[src/design/csmatx_pkg.sv]
`default_nettype none
// ----------------------------------------------------------------------------
// CSMA-CA transmit controller package
// Shared types, codes and register reset values of the transmit controller.
// ----------------------------------------------------------------------------
package csmatx_pkg;

   // Configuration register reset values.
   localparam logic [3:0]  MinBackoffExpReset   = 4'd3;
   localparam logic [3:0]  MaxBackoffExpReset   = 4'd5;
   localparam logic [2:0]  MaxBackoffsReset     = 3'd4;
   localparam logic [3:0]  MaxTransmissionsReset = 4'd3;
   localparam logic [15:0] UnitBackoffUsReset   = 16'd320;

   // Configuration register indexes.
   typedef enum logic [2:0] {
      CSR_MIN_BACKOFF_EXP   = 3'd0,
      CSR_MAX_BACKOFF_EXP   = 3'd1,
      CSR_MAX_BACKOFFS      = 3'd2,
      CSR_MAX_TRANSMISSIONS = 3'd3,
      CSR_UNIT_BACKOFF_US   = 3'd4
   } csr_index_type;

   // Event kinds on the request channel.
   typedef enum logic [1:0] {
      REQ_START     = 2'd0,
      REQ_CCA       = 2'd1,
      REQ_TX_RESULT = 2'd2
   } req_kind_type;

   typedef enum logic [1:0] {
      CCA_FREE    = 2'd0,
      CCA_BUSY    = 2'd1,
      CCA_RX_BUSY = 2'd2
   } cca_code_type;

   typedef enum logic [1:0] {
      TX_OK     = 2'd0,
      TX_NO_ACK = 2'd1,
      TX_ERROR  = 2'd2
   } tx_code_type;

   typedef enum logic [1:0] {
      ACT_NONE    = 2'd0,
      ACT_BACKOFF = 2'd1,
      ACT_SEND    = 2'd2,
      ACT_DONE    = 2'd3
   } action_type;

   typedef enum logic [2:0] {
      ST_OK         = 3'd0,
      ST_NO_ACK     = 3'd1,
      ST_CH_BUSY    = 3'd2,
      ST_RADIO_BUSY = 3'd3,
      ST_TX_ERROR   = 3'd4
   } status_type;

   // Transfer phase, one-hot.
   typedef enum logic [2:0] {
      PH_IDLE = 3'b001,
      PH_CCA  = 3'b010,
      PH_TX   = 3'b100
   } phase_type;

   typedef struct packed {
      logic [3:0]  min_backoff_exp;
      logic [3:0]  max_backoff_exp;
      logic [2:0]  max_backoffs;
      logic [3:0]  max_transmissions;
      logic [15:0] unit_backoff_us;
   } cfg_type;

   typedef struct packed {
      logic [1:0] req_type;
      logic       ack_request;
      logic [7:0] rand_value;
      logic [1:0] cca_status;
      logic [1:0] tx_status;
   } req_item_type;

   typedef struct packed {
      action_type  action;
      logic [23:0] backoff_us;
      status_type  final_status;
      logic [3:0]  retries_used;
   } rsp_item_type;

endpackage
`default_nettype wire

[src/design/csma_ca_transmit_controller.sv]
`default_nettype none
// ----------------------------------------------------------------------------
// CSMA-CA transmit controller
// Unslotted CSMA-CA with retransmission, driven by radio and software events.
// ----------------------------------------------------------------------------
// Usage. Events enter on the req_ channel: a start request, a CCA result or a
// radio transmit result, with the kind in req_tuser. Every accepted event gives
// exactly one item on the rsp_ channel, whose kind (none, back off then CCA,
// transmit, finished) is in rsp_tuser. Events that do not fit the current
// phase of the transfer give the action none and change nothing.
// From acceptance, an event passes the input register and then the result
// register before its result can be taken. The block takes one event every
// cycle while the receiver takes results; the state machine decides and
// updates its state in one pass.
// When the receiver stalls, the result register holds its item and the input
// register takes one more event, after which req_tready falls until the
// result is taken. Configuration writes on the csr_ channel are always taken
// and apply at once; they should be made only while the block is idle.
// Reset is synchronous: it empties both registers, returns the transfer to
// idle and loads the default limits (exponents 3 and 5, four backoffs,
// three transmissions, a unit backoff of 320 us).
// ----------------------------------------------------------------------------
module csma_ca_transmit_controller (
   input  wire logic        clock,
   input  wire logic        reset,
   // Request channel.
   input  wire logic        req_tvalid,
   output logic             req_tready,
   input  wire logic [15:0] req_tdata,  // ack_request, rand_value[7:0],
                                        // cca_status[1:0], tx_status[1:0], zeros
   input  wire logic [1:0]  req_tuser,  // req_type[1:0]
   // Result channel.
   output logic             rsp_tvalid,
   input  wire logic        rsp_tready,
   output logic [31:0]      rsp_tdata,  // backoff_us[23:0], final_status[2:0],
                                        // retries_used[3:0], zero
   output logic [1:0]       rsp_tuser,  // action[1:0]
   // Configuration write channel.
   input  wire logic        csr_valid,
   output logic             csr_ready,
   input  wire logic [2:0]  csr_index,
   input  wire logic [15:0] csr_wdata
);
   import csmatx_pkg::*;

   cfg_type      cfg;
   req_item_type in_item_ff, in_item_in;
   logic         in_valid_ff, in_valid_in;
   rsp_item_type fsm_result;
   rsp_item_type rsp_item_ff;
   logic         rsp_valid_ff, rsp_valid_in;
   logic         advance;
   logic         req_accept;

   csmatx_csr u_csr (
      .clock     (clock),
      .reset     (reset),
      .csr_valid (csr_valid),
      .csr_ready (csr_ready),
      .csr_index (csr_index),
      .csr_wdata (csr_wdata),
      .cfg       (cfg)
   );

   // The held event moves on whenever the result register is free or drains.
   assign advance    = in_valid_ff && (!rsp_valid_ff || rsp_tready);
   assign req_tready = !in_valid_ff || advance;
   assign req_accept = req_tvalid && req_tready;

   always_comb begin
      in_item_in.req_type     = req_tuser;
      in_item_in.ack_request  = req_tdata[0];
      in_item_in.rand_value   = req_tdata[8:1];
      in_item_in.cca_status   = req_tdata[10:9];
      in_item_in.tx_status    = req_tdata[12:11];
      in_valid_in  = req_accept || (in_valid_ff && !advance);
      rsp_valid_in = advance || (rsp_valid_ff && !rsp_tready);
   end

   csmatx_fsm u_fsm (
      .clock  (clock),
      .reset  (reset),
      .step   (advance),
      .item   (in_item_ff),
      .cfg    (cfg),
      .result (fsm_result)
   );

   always_ff @(posedge clock) begin
      if (reset) begin
         in_valid_ff  <= 1'b0;
         rsp_valid_ff <= 1'b0;
      end else begin
         in_valid_ff  <= in_valid_in;
         rsp_valid_ff <= rsp_valid_in;
      end
   end

   always_ff @(posedge clock) begin
      if (req_accept) begin
         in_item_ff <= in_item_in;
      end
      if (advance) begin
         rsp_item_ff <= fsm_result;
      end
   end

   assign rsp_tvalid = rsp_valid_ff;
   assign rsp_tuser  = rsp_item_ff.action;
   assign rsp_tdata  = {1'b0, rsp_item_ff.retries_used, rsp_item_ff.final_status,
                        rsp_item_ff.backoff_us};

endmodule
`default_nettype wire

[src/design/csmatx_csr.sv]
`default_nettype none
// ----------------------------------------------------------------------------
// CSMA-CA configuration registers
// Holds the backoff and retransmission limits written over the CSR channel.
// ----------------------------------------------------------------------------
module csmatx_csr (
   input  wire logic                 clock,
   input  wire logic                 reset,
   input  wire logic                 csr_valid,
   output logic                      csr_ready,
   input  wire logic [2:0]           csr_index,
   input  wire logic [15:0]          csr_wdata,
   output csmatx_pkg::cfg_type       cfg
);
   import csmatx_pkg::*;

   cfg_type cfg_ff;
   cfg_type cfg_in;

   // Writes are always taken at once.
   assign csr_ready = 1'b1;
   assign cfg       = cfg_ff;

   always_comb begin
      cfg_in = cfg_ff;
      if (csr_valid) begin
         unique case (csr_index)
            CSR_MIN_BACKOFF_EXP:   cfg_in.min_backoff_exp   = csr_wdata[3:0];
            CSR_MAX_BACKOFF_EXP:   cfg_in.max_backoff_exp   = csr_wdata[3:0];
            CSR_MAX_BACKOFFS:      cfg_in.max_backoffs      = csr_wdata[2:0];
            CSR_MAX_TRANSMISSIONS: cfg_in.max_transmissions = csr_wdata[3:0];
            CSR_UNIT_BACKOFF_US:   cfg_in.unit_backoff_us   = csr_wdata;
            default:               cfg_in = cfg_ff;
         endcase
      end
   end

   always_ff @(posedge clock) begin
      if (reset) begin
         cfg_ff.min_backoff_exp   <= MinBackoffExpReset;
         cfg_ff.max_backoff_exp   <= MaxBackoffExpReset;
         cfg_ff.max_backoffs      <= MaxBackoffsReset;
         cfg_ff.max_transmissions <= MaxTransmissionsReset;
         cfg_ff.unit_backoff_us   <= UnitBackoffUsReset;
      end else begin
         cfg_ff <= cfg_in;
      end
   end

endmodule
`default_nettype wire

[src/design/csmatx_fsm.sv]
`default_nettype none
// ----------------------------------------------------------------------------
// CSMA-CA transfer state machine
// Holds the transfer state and works out the result of one event.
// ----------------------------------------------------------------------------
module csmatx_fsm (
   input  wire logic                    clock,
   input  wire logic                    reset,
   input  wire logic                    step,
   input  wire csmatx_pkg::req_item_type item,
   input  wire csmatx_pkg::cfg_type      cfg,
   output csmatx_pkg::rsp_item_type      result
);
   import csmatx_pkg::*;

   phase_type  phase_ff, phase_in;
   logic [2:0] count_ff, count_in;
   logic [3:0] exp_ff, exp_in;
   logic [3:0] retry_ff, retry_in;
   logic       ack_wanted_ff, ack_wanted_in;

   logic [3:0] delay_exp;
   logic [7:0] mask;
   logic [23:0] delay;
   logic [3:0] next_count;
   logic [4:0] raised_exp;
   logic [3:0] capped_exp;
   logic [4:0] next_retry;
   logic [3:0] sat_retry;

   // Backoff delay: random byte masked to the exponent, times the unit period.
   assign mask  = (delay_exp >= 4'd8) ? 8'hFF : 8'((16'd1 << delay_exp) - 16'd1);
   assign delay = 24'(item.rand_value & mask) * 24'(cfg.unit_backoff_us);

   assign next_count = {1'b0, count_ff} + 4'd1;
   assign raised_exp = {1'b0, exp_ff} + 5'd1;
   assign capped_exp = (raised_exp > {1'b0, cfg.max_backoff_exp}) ?
                       cfg.max_backoff_exp : raised_exp[3:0];
   assign next_retry = {1'b0, retry_ff} + 5'd1;
   assign sat_retry  = (next_retry > 5'd15) ? 4'd15 : next_retry[3:0];

   always_comb begin
      phase_in      = phase_ff;
      count_in      = count_ff;
      exp_in        = exp_ff;
      retry_in      = retry_ff;
      ack_wanted_in = ack_wanted_ff;
      delay_exp     = cfg.min_backoff_exp;
      result.action       = ACT_NONE;
      result.final_status = ST_OK;
      result.retries_used = 4'd0;

      priority if (item.req_type == REQ_START && phase_ff == PH_IDLE) begin
         ack_wanted_in = item.ack_request;
         retry_in      = 4'd0;
         count_in      = 3'd0;
         exp_in        = cfg.min_backoff_exp;
         phase_in      = PH_CCA;
         result.action = ACT_BACKOFF;
      end else if (item.req_type == REQ_CCA && phase_ff == PH_CCA) begin
         priority if (item.cca_status == CCA_FREE) begin
            phase_in      = PH_TX;
            result.action = ACT_SEND;
         end else if (item.cca_status == CCA_RX_BUSY) begin
            phase_in            = PH_IDLE;
            result.action       = ACT_DONE;
            result.final_status = ST_RADIO_BUSY;
            result.retries_used = retry_ff;
         end else begin
            // Busy channel, and the unused code: back off again, or finish once the backoff limit is passed.
            exp_in    = capped_exp;
            count_in  = next_count[2:0];
            delay_exp = capped_exp;
            if (next_count > {1'b0, cfg.max_backoffs}) begin
               phase_in            = PH_IDLE;
               result.action       = ACT_DONE;
               result.final_status = ST_CH_BUSY;
               result.retries_used = retry_ff;
            end else begin
               result.action = ACT_BACKOFF;
            end
         end
      end else if (item.req_type == REQ_TX_RESULT && phase_ff == PH_TX) begin
         priority if (item.tx_status == TX_OK) begin
            phase_in            = PH_IDLE;
            result.action       = ACT_DONE;
            result.final_status = ST_OK;
            result.retries_used = retry_ff;
         end else if (item.tx_status == TX_NO_ACK && ack_wanted_ff) begin
            retry_in = sat_retry;
            if (next_retry < {1'b0, cfg.max_transmissions}) begin
               count_in      = 3'd0;
               exp_in        = cfg.min_backoff_exp;
               phase_in      = PH_CCA;
               result.action = ACT_BACKOFF;
            end else begin
               phase_in            = PH_IDLE;
               result.action       = ACT_DONE;
               result.final_status = ST_NO_ACK;
               result.retries_used = sat_retry;
            end
         end else if (item.tx_status == TX_NO_ACK) begin
            phase_in            = PH_IDLE;
            result.action       = ACT_DONE;
            result.final_status = ST_NO_ACK;
            result.retries_used = retry_ff;
         end else begin
            phase_in            = PH_IDLE;
            result.action       = ACT_DONE;
            result.final_status = ST_TX_ERROR;
            result.retries_used = retry_ff;
         end
      end else begin
         // Out of phase events are ignored.
         result.action = ACT_NONE;
      end

      result.backoff_us = (result.action == ACT_BACKOFF) ? delay : 24'd0;
   end

   always_ff @(posedge clock) begin
      if (reset) begin
         phase_ff      <= PH_IDLE;
         count_ff      <= 3'd0;
         exp_ff        <= 4'd0;
         retry_ff      <= 4'd0;
         ack_wanted_ff <= 1'b0;
      end else if (step) begin
         phase_ff      <= phase_in;
         count_ff      <= count_in;
         exp_ff        <= exp_in;
         retry_ff      <= retry_in;
         ack_wanted_ff <= ack_wanted_in;
      end
   end

endmodule
`default_nettype wire

[config.mk]
export PLATFORM = sky130hd
export DESIGN_NAME = csma_ca_transmit_controller
export DESIGN_NICKNAME = d
export VERILOG_FILES = /design/src/design/csmatx_pkg.sv /design/src/design/csma_ca_transmit_controller.sv /design/src/design/csmatx_csr.sv /design/src/design/csmatx_fsm.sv
export SDC_FILE = /design/constraint.sdc
export NUM_CORES = 1
export LEC_CHECK = 0
export BUFFER_PORTS_ARGS = -buffer_cell sky130_fd_sc_hd__buf_4
export CORE_MARGIN = 10
export CORE_UTILIZATION = 35
export CTS_BUF_LIST = sky130_fd_sc_hd__clkbuf_4
export CTS_CLUSTER_DIAMETER = 100
export DETAILED_ROUTE_END_ITERATION = 12
export SYNTH_ARGS = -nofsm -noshare
export SYNTH_HDL_FRONTEND = slang
export SYNTH_SLANG_ARGS = --single-unit
[constraint.sdc]
create_clock -name clock -period 24.5 [get_ports clock]
set_input_delay 4.9 -clock clock [delete_from_list [all_inputs] [get_ports clock]]
set_output_delay 4.9 -clock clock [all_outputs]
set_load 0.05 [all_outputs]
; ---- Word-level counts from Yosys, hierarchy flattened
; Cells that the tools add are included.
[word_totals]
reg_bits = 96
input_bits = 42
out_inout_bits = 37
elab_cells = 140
[op_classes]
n_addsub = 4
mul = 1
magnitude_cmp = 5
n_eq_ne = 18
shifts = 1
n_mux = 55
bitwise_logic = 1
n_reduce_logical = 34
[op_table]
columns = operator, count
row1 = 4-bit 2-to-1 mux, 19
row2 = 7-bit 2-to-1 mux, 7
row3 = 3-bit 2-to-1 mux, 15
row4 = 24-bit by 16-bit multiplier with 24-bit output, 1
row5 = 2-bit 2-to-1 mux, 11
row6 = 2-bit AND reduction, 6
row7 = "4-bit by 1-bit adder with 5-bit output, second input constant", 2
row8 = "3-bit by 2-bit == test with 1-bit output, second input constant", 3
row9 = 3-bit nonzero test, 3
row10 = 8-bit AND, 1
row11 = 1-bit logical AND, 8
row12 = 8-bit 2-to-1 mux, 1
row13 = "1-bit by 4-bit left shift with 8-bit output, first input constant", 1
row14 = "8-bit by 1-bit subtractor with 8-bit output, second input constant", 1
row15 = 7-bit AND reduction, 1
row16 = "2-bit by 1-bit == test with 1-bit output, second input constant", 3
row17 = "3-bit by 1-bit == test with 1-bit output, second input constant", 2
row18 = "3-bit == test, second input constant", 2
row19 = 2-bit logical NOT, 3
row20 = 6-bit 2-to-1 mux, 1
row21 = "3-bit by 2-bit != test with 1-bit output, second input constant", 2
row22 = 5-bit by 4-bit greater-than comparator with 1-bit output, 1
row23 = "5-bit by 4-bit greater-than comparator with 1-bit output, second input constant", 1
row24 = 5-bit by 4-bit less-than comparator with 1-bit output, 1
row25 = other kinds (14), 23

; ---- Depth between registers and ports, before layout
[depth]
depth_word = 12
depth_mapped = 34
depth_no_buf = 32

; ---- Cells and area by module
; From an unflattened synthesis, not the netlist that was laid out.
[unflattened]
cells_unflattened = 957
hier_area_um2 = 8983.6
[modules_own_cells]
columns = mod, instances, cells_per_inst, area_each_um2, seq_area_each_um2
row1 = csmatx_fsm, 1, 769, 6112.1, 300.3
row2 = csma_ca_transmit_controller, 1, 60, 1556.5, 1481.4
row3 = csmatx_csr, 1, 128, 1315.0, 620.6

; ---- Worst setup path before layout
; OpenSTA, ideal clock, no wires.
[synth_path]
path_kind = input to output
from = in rsp_tready
to = out req_tready
arrival_ns = 5.404
t_required_ns = 19.600
slack_ns = 14.196
path_stages = 2
n_path_buf = 0
path_cell_list = nor2b_1 nand2_1
[synth_between]
elab_chain_len = 3
[synth_lines]
columns = item, line
row1 = "start, declared", csma_ca_transmit_controller.sv:34  ; input wire logic rsp_tready,
row2 = 1-bit logical OR, csma_ca_transmit_controller.sv:66  ; assign advance = in_valid_ff && (!rsp_valid_ff || rsp_tready);
row3 = 1-bit logical AND, csma_ca_transmit_controller.sv:66
row4 = 1-bit logical OR, csma_ca_transmit_controller.sv:67  ; assign req_tready = !in_valid_ff || advance;
row5 = "end, declared", csma_ca_transmit_controller.sv:28  ; output logic req_tready,
; No other way between the ends.

; ---- Worst setup path after layout
; Ends and elaborated chain as after synthesis.

==> flow_summary.yaml <==
power:
  swShare_pct: 32.2
  seqPwrFrac_pct: 55.6
  combPwrFrac_pct: 17.4
  peakVddDrop_mv: 0.0236
  powerDensity_nw_per_um2: 34.5
  p_sw_uw: 104
  power.total_uw: 322
  p_clk_share_pct: 27.0
  intPower_uw: 219
  power.leakage_nw: 4.41
final_layout:
  layout_common_cells: "inv_1 (134), nand2_1 (104), fa_1 (84)"
  finalCoreUtilization_pct: 39.7
  final_cells: 1291
  drive_gt1_share_pct: 10.6
  syn_to_final_growth_pct: 11.5
  layout_commonest_cell: "inv_1"
  layout.nets: 1151
global_routing:
  grt_max_degree: 41
  antenna_found_initial: 1
  grt_pass1_wl_mm: 32.3
  first_global_vias: 6353
  grt-ovfl-total: 0
  grt_util_all_layers_pct: 12.7
flow_run:
  drv_cap: 0
routing:
  first_pass_iters: 4
  drc_errors: 0
  ant_nets: 0
  dr.first_iter.drc_count: 312
  via_per_inst: 4.82
  wl_per_cell_um: 14.8
  vias: 6224
  drt-total-wl_mm: 19.1
logic_synthesis:
  synth_flop_cell: "edfxtp_1"
  syn_area_um2: 8380
  synth_cell_type_count: 61
  synth-async-reset-ratio_pct: 0
  synth.avg_cell_area_um2: 9.22
  synth_seq_cells: 96
  syn_nets: 1094
  ys_seq_area_share_pct: 28.7
  yosysWarnings: 0
  synth-edff-count: 48
  netlist_instances: 909
clocking:
  cts_root_buf: "clkbuf_4"
  clock_latency_ps: 490
  cts.sinks: 96
  cts_tree: "built"
  cts_resized: 0
  path_clk_slew_ps: 170
  post-cts-setup-buffers: 0
  holdBufCountCts: 0
  clockBufferDepth: 2
  cts-buffers-inserted: 9
  h-tree-depth: 3
worst_hold_path:
  holdPathStages: 2
  holdCritStartpoint: "u_fsm.ack_wanted_ff$_SDFFE_PP0P_"
  hold_class: "reg2reg"
sta:
  drv_slew: 0
  hold_viol: 0
  fin_crit_sh_pct: 42.5
  grt_setup_unrepaired: "false"
  setup_viol: 0
  max_freq_mhz: 96.0
  tightest_slew_ps: 873
  setup-tns-final_ps: 0
  fin_skew_ps: 16.3
  slew_headroom_pct: 41.8
  period_needed_ps: 10420
floorplan:
  core_um2: 23500
  io_pins: 79
  start_util_pct: 35.6
  dieArea_um2: 30500
  dieWidth_um: 175
  row_count: 56
  die_h_um: 175
critical_path:
  worstSetupPathType: "in2out"
  critPathRequiredTime_ps: 19600
  critPathLaunch: "rsp_tready"
  cp.arrival_ps: 5520
  r2r_setup_slack_ps: 15340
  cp-end-kind: "output pin"
  startpoint_type: "primary input"
  regToRegStartpoint: "u_fsm.exp_ff[0]$_SDFFE_PP0P_"
  critPathMaxFanout: 4
  reg2regPathDepth: 29
run_status:
  status: "complete, no violations"
placed_design:
  place_inst: 1274
  port_buffers: 73
  gp_congestion: 0.832
  hpwl_mm: 14.8
==> cell families (layout without fill, tap and decap cells) <==
group / after synthesis / after routing / synth area share (%)
fa+ha+maj: 143 / 143 / 28.9
buf+inv: 166 / 228 / 7.72
other cells: 2 / 3 / 0.0896
xor+xnor: 21 / 21 / 2.19
flops: 96 / 96 / 28.7
compound gates: 108 / 108 / 8.11
mux: 25 / 25 / 3.15
simple gates: 348 / 348 / 21.2
==> worst max-delay path, stage by stage <==
cell and delay, ps:
buf_4 110, nor2b_1 200, nand2_1 110, buf_4 200
==> flip-flops by register name, indices dropped and copies added, names as in the netlist <==
name and flops:
u_csr.cfg 31, u_fsm.count_ff 3, in_item_ff 15, u_fsm.phase_ff 3, rsp_tdata 31, in_valid_ff 1
u_fsm.ack_wanted_ff 1, u_fsm.exp_ff 4, rsp_tvalid 1, rsp_tuser 2, u_fsm.retry_ff 4
==> power by group through the flow <==
stage | Sequential, mW | Combinational [mW] | Clock, mW
after global placement | 0.183 | 0.0561 | 0
final | 0.179 | 0.0560 | 0.0869
after detailed placement | 0.183 | 0.0566 | 0
after global routing | 0.180 | 0.0628 | 0.0961
after floorplan | 0.189 | 0.0315 | 0
after CTS | 0.179 | 0.0568 | 0.0894
==> final cells by class <==
cell class              count  area, um^2
flip-flops and latches     96        2400
repair buffers             77         578
clock buffers              10        75.1
well taps                 319         399
diodes                      1        2.50
inverters                 135         507
fillers                  2415       14200
clock inverters             6        51.3
multi-input cells         647        5330
==> cell usage after synthesis, types with 20 or more instances <==
library cell,count,area (um^2)
mux2i_1,20,200
nand2_1,104,390
fa_1,84,1680
and3_1,50,313
nor2_1,60,225
clkbuf_1,21,78.8
ha_1,59,738
dfxtp_1,48,961
inv_1,134,503
edfxtp_1,48,1440
and2_1,53,332
a21oi_1,41,205
==> per-stage QoR <==
stage	worst slack, ps	cell area [um^2]	hold slack [ps]
floorplan	14200	8380	435
global placement	14100	9220	454
detailed placement	14080	9220	463
CTS	14070	9350	488
global route	14020	9350	516
finish	14080	9350	485
==> worst paths after layout <==
path                                                          to
worst max register to register       rsp_tdata[22]$_SDFFCE_PP0P_
worst min-delay path            u_fsm.ack_wanted_ff$_SDFFE_PP0P_
worst min register to register  u_fsm.ack_wanted_ff$_SDFFE_PP0P_
worst max-delay path                                  req_tready
==> per-layer routing <==
metal | vias to the layer above | share of wire [%] | track usage (%) | routed length [um]
li1 | 3100 | - | - | -
met1 | 2973 | 48 | 16.7 | 9220
met2 | 137 | 46 | 21.0 | 8710
met3 | 14 | 5.0 | 2.80 | 946
met4 | 0 | 1.1 | 2.58 | 212
met5 | - | 0 | 0 | 0
(Power assumes the default switching activity.)
